<file path="src/hw/rtl/kmw_pkg.sv">
package kmw_pkg;

    localparam int VTX_W       = 6;
    localparam int WGT_W       = 16;
    localparam int TOTAL_W     = 24;
    localparam int EDGE_W      = 2 * VTX_W + WGT_W;
    localparam int DEF_MAX_VERTICES = 64;
    localparam int DEF_MAX_EDGES    = 256;

    typedef enum logic [3:0] {
        S_IDLE,
        S_SHRD,
        S_SHCMP,
        S_INS,
        S_CLR,
        S_ERD,
        S_EGET,
        S_FARD,
        S_FACHK,
        S_FBRD,
        S_FBCHK,
        S_UNI,
        S_OUT
    } state_t;

    typedef struct packed {
        logic key_load;
        logic sh_rd;
        logic sh_move;
        logic sh_ins;
        logic clr_step;
        logic edge_rd;
        logic edge_get;
        logic par_rd;
        logic find_step;
        logic find_sel_b;
        logic union_step;
        logic count_clr;
    } cmd_t;

    typedef struct packed {
        logic store_ok;
        logic count_zero;
        logic key_before;
        logic j_one;
        logic clr_last;
        logic par_root;
        logic e_last;
        logic last_in;
        logic last_key;
    } status_t;

endpackage

</file>
<file path="src/hw/rtl/kmw_ctrl.sv">
module kmw_ctrl (
    input  logic            clk,
    input  logic            rst_n,
    input  logic            in_valid,
    output logic            in_stall,
    output logic            out_valid,
    input  logic            out_stall,
    input  kmw_pkg::status_t st,
    output kmw_pkg::cmd_t    cmd
);
    import kmw_pkg::*;

    state_t state_reg;
    state_t state_next;

    always_ff @(posedge clk or negedge rst_n)
    begin
        if (!rst_n)
        begin
            state_reg <= S_IDLE;
        end
        else
        begin
            state_reg <= state_next;
        end
    end

    always_comb
    begin
        state_next = state_reg;
        unique case (state_reg)
            S_IDLE:
            begin
                if (in_valid)
                begin
                    priority if (st.store_ok && st.count_zero) state_next = S_INS;
                    else if (st.store_ok)                      state_next = S_SHRD;
                    else if (st.last_in)                       state_next = S_CLR;
                    else                                       state_next = S_IDLE;
                end
            end
            S_SHRD:  state_next = S_SHCMP;
            S_SHCMP:
            begin
                if (st.key_before && !st.j_one) state_next = S_SHRD;
                else                            state_next = S_INS;
            end
            S_INS:   state_next = st.last_key ? S_CLR : S_IDLE;
            S_CLR:
            begin
                if (st.clr_last) state_next = st.count_zero ? S_OUT : S_ERD;
            end
            S_ERD:   state_next = S_EGET;
            S_EGET:  state_next = S_FARD;
            S_FARD:  state_next = S_FACHK;
            S_FACHK: state_next = st.par_root ? S_FBRD : S_FARD;
            S_FBRD:  state_next = S_FBCHK;
            S_FBCHK: state_next = st.par_root ? S_UNI : S_FBRD;
            S_UNI:   state_next = st.e_last ? S_OUT : S_ERD;
            S_OUT:
            begin
                if (!out_stall) state_next = S_IDLE;
            end
            default: state_next = S_IDLE;
        endcase
    end

    always_comb
    begin
        cmd       = '0;
        in_stall  = 1'b1;
        out_valid = 1'b0;
        unique case (state_reg)
            S_IDLE:
            begin
                in_stall     = 1'b0;
                cmd.key_load = in_valid;
            end
            S_SHRD:  cmd.sh_rd   = 1'b1;
            S_SHCMP: cmd.sh_move = st.key_before;
            S_INS:   cmd.sh_ins  = 1'b1;
            S_CLR:   cmd.clr_step = 1'b1;
            S_ERD:   cmd.edge_rd  = 1'b1;
            S_EGET:  cmd.edge_get = 1'b1;
            S_FARD:  cmd.par_rd   = 1'b1;
            S_FACHK: cmd.find_step = 1'b1;
            S_FBRD:  cmd.par_rd   = 1'b1;
            S_FBCHK:
            begin
                cmd.find_step  = 1'b1;
                cmd.find_sel_b = 1'b1;
            end
            S_UNI:   cmd.union_step = 1'b1;
            S_OUT:
            begin
                out_valid     = 1'b1;
                cmd.count_clr = !out_stall;
            end
            default: cmd = '0;
        endcase
    end

endmodule

</file>
<file path="config.mk">
export PLATFORM = sky130hd
export DESIGN_NAME = kmw_ctrl
export DESIGN_NICKNAME = d
export VERILOG_FILES = /design/src/hw/rtl/kmw_pkg.sv /design/src/hw/rtl/kmw_ctrl.sv
export SDC_FILE = /design/constraint.sdc
export NUM_CORES = 1
export LEC_CHECK = 0
export ABC_AREA = 1
export CORE_AREA = 8 8 45 47
export CTS_CLUSTER_SIZE = 20
export DETAILED_ROUTE_END_ITERATION = 8
export DIE_AREA = 0 0 53 55
export DONT_BUFFER_PORTS = 1
export GPL_ROUTABILITY_DRIVEN = 0
export GPL_TIMING_DRIVEN = 0
export REMOVE_ABC_BUFFERS = 1
export SETUP_SLACK_MARGIN = 0.4
export SYNTH_ARGS = -nofsm -noshare
export SYNTH_HDL_FRONTEND = slang
export SYNTH_SLANG_ARGS = --single-unit
</file>
<file path="constraint.sdc">
create_clock -name clk -period 1.4 [get_ports clk]
set_input_delay 0.28 -clock clk [delete_from_list [all_inputs] [get_ports clk]]
set_output_delay 0.28 -clock clk [all_outputs]
set_load 0.01 [all_outputs]
</file>
### Word-level counts from Yosys, hierarchy flattened

Cells that the tools add are included.

| operators by class | value |
|---|---|
| equality and inequality tests | 15 |
| muxes and demuxes | 27 |
| reduce and logical (&&, ||, !) cells | 8 |

Operators by type and width:

| kind | number |
|---|---|
| 4-bit case mux with 13 select lines | 1 |
| 4-bit two-way mux | 6 |
| 4-bit == test (second input constant) | 5 |
| 4-bit by 3-bit == test with 1-bit output (second input constant) | 4 |
| 1-bit two-way mux | 14 |
| 3-bit two-way mux | 4 |
| 4-bit by 2-bit == test with 1-bit output (second input constant) | 2 |
| 2-bit != test (second input constant) | 3 |
| 4-bit by 1-bit == test with 1-bit output (second input constant) | 1 |
| 4-bit logical NOT | 1 |
| 2-bit two-way mux | 2 |
| 2-bit OR reduction | 2 |
| 3-bit AND reduction | 1 |
| 1-bit logical AND | 2 |
| 1-bit logical NOT | 2 |

| word-level totals | value |
|---|---|
| register bits | 4 |
| input port bits | 13 |
| output and inout bits | 14 |
| logic and storage cells | 51 |

### Logic depth before layout (Yosys ltp)

| depth | value |
|---|---|
| depth in word-level cells | 5 |
| depth in mapped cells | 8 |
| gate-level depth less buffers | 8 |

### Worst setup path before layout

No wires, ideal clock.

| path | value |
|---|---|
| path kind | reg-to-output |
| start point | register state_reg[1] |
| end point | output port cmd[0] in the netlist's numbering |
| arrival time | 974 ps |
| data required time | 1120 ps |
| slack | 146 ps |
| cell stages (with the launch flop) | 4 |
| path buffers | 0 |
| cells stage by stage | dfrtp_1 > nor2_4 > inv_2 > nor3_1 |

RTL lines:

| element | line | text |
|---|---|---|
| start: declaration | kmw_ctrl.sv:13 | `state_t state_reg;` |
| start signal: assignment | kmw_ctrl.sv:24 | `state_reg <= state_next;` |
| end: declaration | kmw_ctrl.sv:9 | `output kmw_pkg::cmd_t cmd` |

==> results_dict.tcl <==
set metrics [dict create \
    required_ns 1.12 \
    ctsLongestPathBuffers 2 \
    power.density_nw_per_um2 2350 \
    portBuffers 0 \
    worstHoldPathType "input port to register" \
    tns_ns -0.130 \
    cp-end-kind "output port" \
    placed_cell_area_um2 515 \
    fin_ws_ns -0.0318 \
    wl_met1_um 572 \
    gr-total-overflow 0 \
    cpMaxStageDelayCell "dfrtp_1" \
    htreeDepth 1 \
    avgSynthCellArea_um2 5.83 \
    yosys_warnings 0 \
    netlist_area_um2 495 \
    hold_viol_final 0 \
    synth_fa_ha_area_share_pct 0 \
    grt_pass1_wl_um 2350 \
    post-route-drc-count 0 \
    synthToLayoutAreaGrowth_pct 37.4 \
    maxClockFrequency_mhz 698 \
    rows 14 \
    crit_path_start_kind "register" \
    maxCapViolCount 0 \
    p_switching_uw 921 \
    p_leak_nw 0.345 \
    antennaDiodeCount 0 \
    path_cells "buf_4 -> nor2_4 -> inv_2 -> nor3_4" \
    io-pin-count 27 \
    first_global_vias 562 \
    ys_seq_elements 4 \
    path_delay_family "flip-flops" \
    wl_per_cell_um 13.1 \
    syn_inst 85 \
    arrival_ns 1.15 \
    synth_top_family_by_area "simple AND/OR/NAND/NOR gates" \
    rsz0062_at_grt "yes" \
    first_iter_violations 19 \
    drt_wl_total_um 1430 \
    cts_tree "done" \
    yosys.area_share.simple_pct 56.3 \
    synth-xor-area-share_pct 0 \
    fp.dieW_um 53 \
    clk_latency_ns 0.23 \
    track_usage_pct 10.3 \
    die_h_um 55 \
    nFillCells 141 \
    fin_crit_ns 1.43 \
    drt_pass1_iterations 4 \
    yosys.cell_types.count 17 \
    setup_violations 6 \
    fin_util_pct 49.2 \
    critPathMaxStageDelay_ns 0.38 \
    seq_power_share_pct 19.5 \
    synth_mux_area_share_pct 0 \
    wl_met2_um 687 \
    antenna_found_initial 0 \
    run_status "finished with violations" \
    vias 562 \
    violations "setup timing" \
    via_per_inst 5.16 \
    start_util_pct 35.8 \
    swShare_pct 57.7 \
    cts_made_buffers 3 \
    total_power_mw 1.60 \
    yosysSeqAreaShare_pct 20.2 \
    grt_max_degree 7 \
    nets 108 \
    power.share.clock_pct 8.6 \
    ant_nets 0 \
    final_area_um2 681 \
    clk_pin_slew_ns 0.04 \
    relSlewSlack_pct 85.4 \
    design.die.area_um2 2920 \
    largest_reg_flops 4 \
    crit_buf_inv 2 \
    pwr-share-comb_pct 71.9 \
    dr_wl_met3_um 168 \
    synth_compound_area_share_pct 9.09 \
    clock_skew_ns 0.00196 \
    crit_type "register to output port" \
    drive_gt1_share_pct 47.3 \
    dp_hpwl_um 1190 \
    clock-root-buffer "clkbuf_4" \
    top_layer_used "met3" \
    vdd_drop_max_uv 822 \
    slew_viol_final 0 \
    finalCritPeriodShare_pct 102 \
    tightest_slew_ns 0.219 \
    critPathMaxFanout 4 \
    core_um2 1380 \
    p_int_uw 675 \
    clkSinkCount 4 \
]
[power groups by stage]
stage | combinational, mW | sequential (mW) | clock [mW]
floorplan | 0.693 | 0.257 | 0
global placement | 0.833 | 0.273 | 0
detailed placement | 0.842 | 0.276 | 0
CTS | 1.08 | 0.289 | 0.143
finish | 1.15 | 0.311 | 0.137
global route | 1.27 | 0.322 | 0.152
[logic make-up after synthesis]
logic type / count (synthesis)
simple gates: 56
buf+inv: 19
flops: 4
compound gates: 6
[path summary, 6_finish.rpt]
check	slack, ns	cells after the start	from	to
max	-0.03	4	state_reg[0]	cmd[0]
min	0.19	2	out_stall	state_reg[3]
max reg2reg	0.07	6	state_reg[3]	state_reg[1]
min reg2reg	0.79	4	state_reg[1]	state_reg[3]
max in group asynchronous	0.89	1	rst_n	state_reg[2]
min in group asynchronous	0.32	1	rst_n	state_reg[1]
[layer usage]
metal / GRT usage (%) / up-vias
met2: 17.8 / 22
li1: - / 282
met1: 11.6 / 258
met5: 0 / -
met3: 4.01 / 0
met4: 3.02 / 0
[layout make-up]
cell class / count / area (um^2) / share of cell area [%]
Timing Repair Buffer: 5 / 40.0 / 5.88
Clock buffer: 3 / 22.5 / 3.31
Tap cell: 16 / 20.0 / 2.94
Sequential cell: 4 / 104 / 15.3
Inverter: 19 / 76.3 / 11.2
Multi-Input combinational cell: 62 / 418 / 61.4
[worst register-to-register path: stages (launching register included)]
cell,delay [ns]
dfrtp_2,0.48
nand2_1,0.22
nand3b_4,0.18
nand2_1,0.07
nor2_2,0.16
inv_2,0.06
nor2_1,0.09
[cells in the final DEF, fill, tap and decap left out]
| cell type | Yosys | layout |
|---|---|---|
| nor2_4 | 1 | 9 |
| buf_4 | 0 | 4 |
| nor2_2 | 8 | 6 |
| nand3_1 | 9 | 9 |
| nor2_1 | 11 | 5 |
| nand2_2 | 1 | 6 |
| nand3b_4 | 1 | 1 |
| o21ai_2 | 2 | 3 |
| dfrtp_2 | 0 | 3 |
| nand2_1 | 21 | 16 |
| inv_2 | 5 | 5 |
| inv_1 | 14 | 12 |
| nand3b_1 | 1 | 1 |
| dfrtp_1 | 4 | 1 |
| o211ai_1 | 3 | 3 |
| nand4_1 | 1 | 1 |
| nor3_4 | 0 | 1 |
| dlygate4sd3_1 | 0 | 1 |
| inv_4 | 0 | 2 |
| clkbuf_4 | 0 | 3 |
| nor3b_4 | 0 | 1 |
[through the flow]
stage          setup slack, ns  std cells  hold WS [ns]
4_1_cts                -0.0401        109         0.188
3_3_place_gp            0.0222        101       -0.0155
6_report               -0.0318        109         0.190
2_1_floorplan            0.146         85       -0.0156
3_5_place_dp           0.00542        101       -0.0155
5_1_grt                 -0.100        109         0.189
[Yosys cell counts]
| cell | count | area [um^2] |
|---|---|---|
| nand2_1 | 21 | 78.8 |
| o21ai_0 | 1 | 5.00 |
| nand3_1 | 9 | 45.0 |
| nor2_1 | 11 | 41.3 |
| o211ai_1 | 3 | 22.5 |
| nor2_2 | 8 | 50.1 |
| nand3b_1 | 1 | 7.51 |
| nor2_4 | 1 | 11.3 |
| nor3_1 | 1 | 5.00 |
| inv_2 | 5 | 18.8 |
| nand3b_4 | 1 | 20.0 |
| nor3b_1 | 1 | 7.51 |
| nand2_2 | 1 | 6.26 |
| dfrtp_1 | 4 | 100 |
| o21ai_2 | 2 | 17.5 |
| inv_1 | 14 | 52.6 |
| nand4_1 | 1 | 6.26 |
[timing repair]
item | CTS | global route
endpoints found under the setup margin | 18 | 18
hold buffers | 1 | 0
hold endpoints to repair | 4 | 0
pin swaps | 2 | 4
buffers inserted | 4 | 0
resized for setup | 21 | 11
Power figures use the tool's default switching activity.
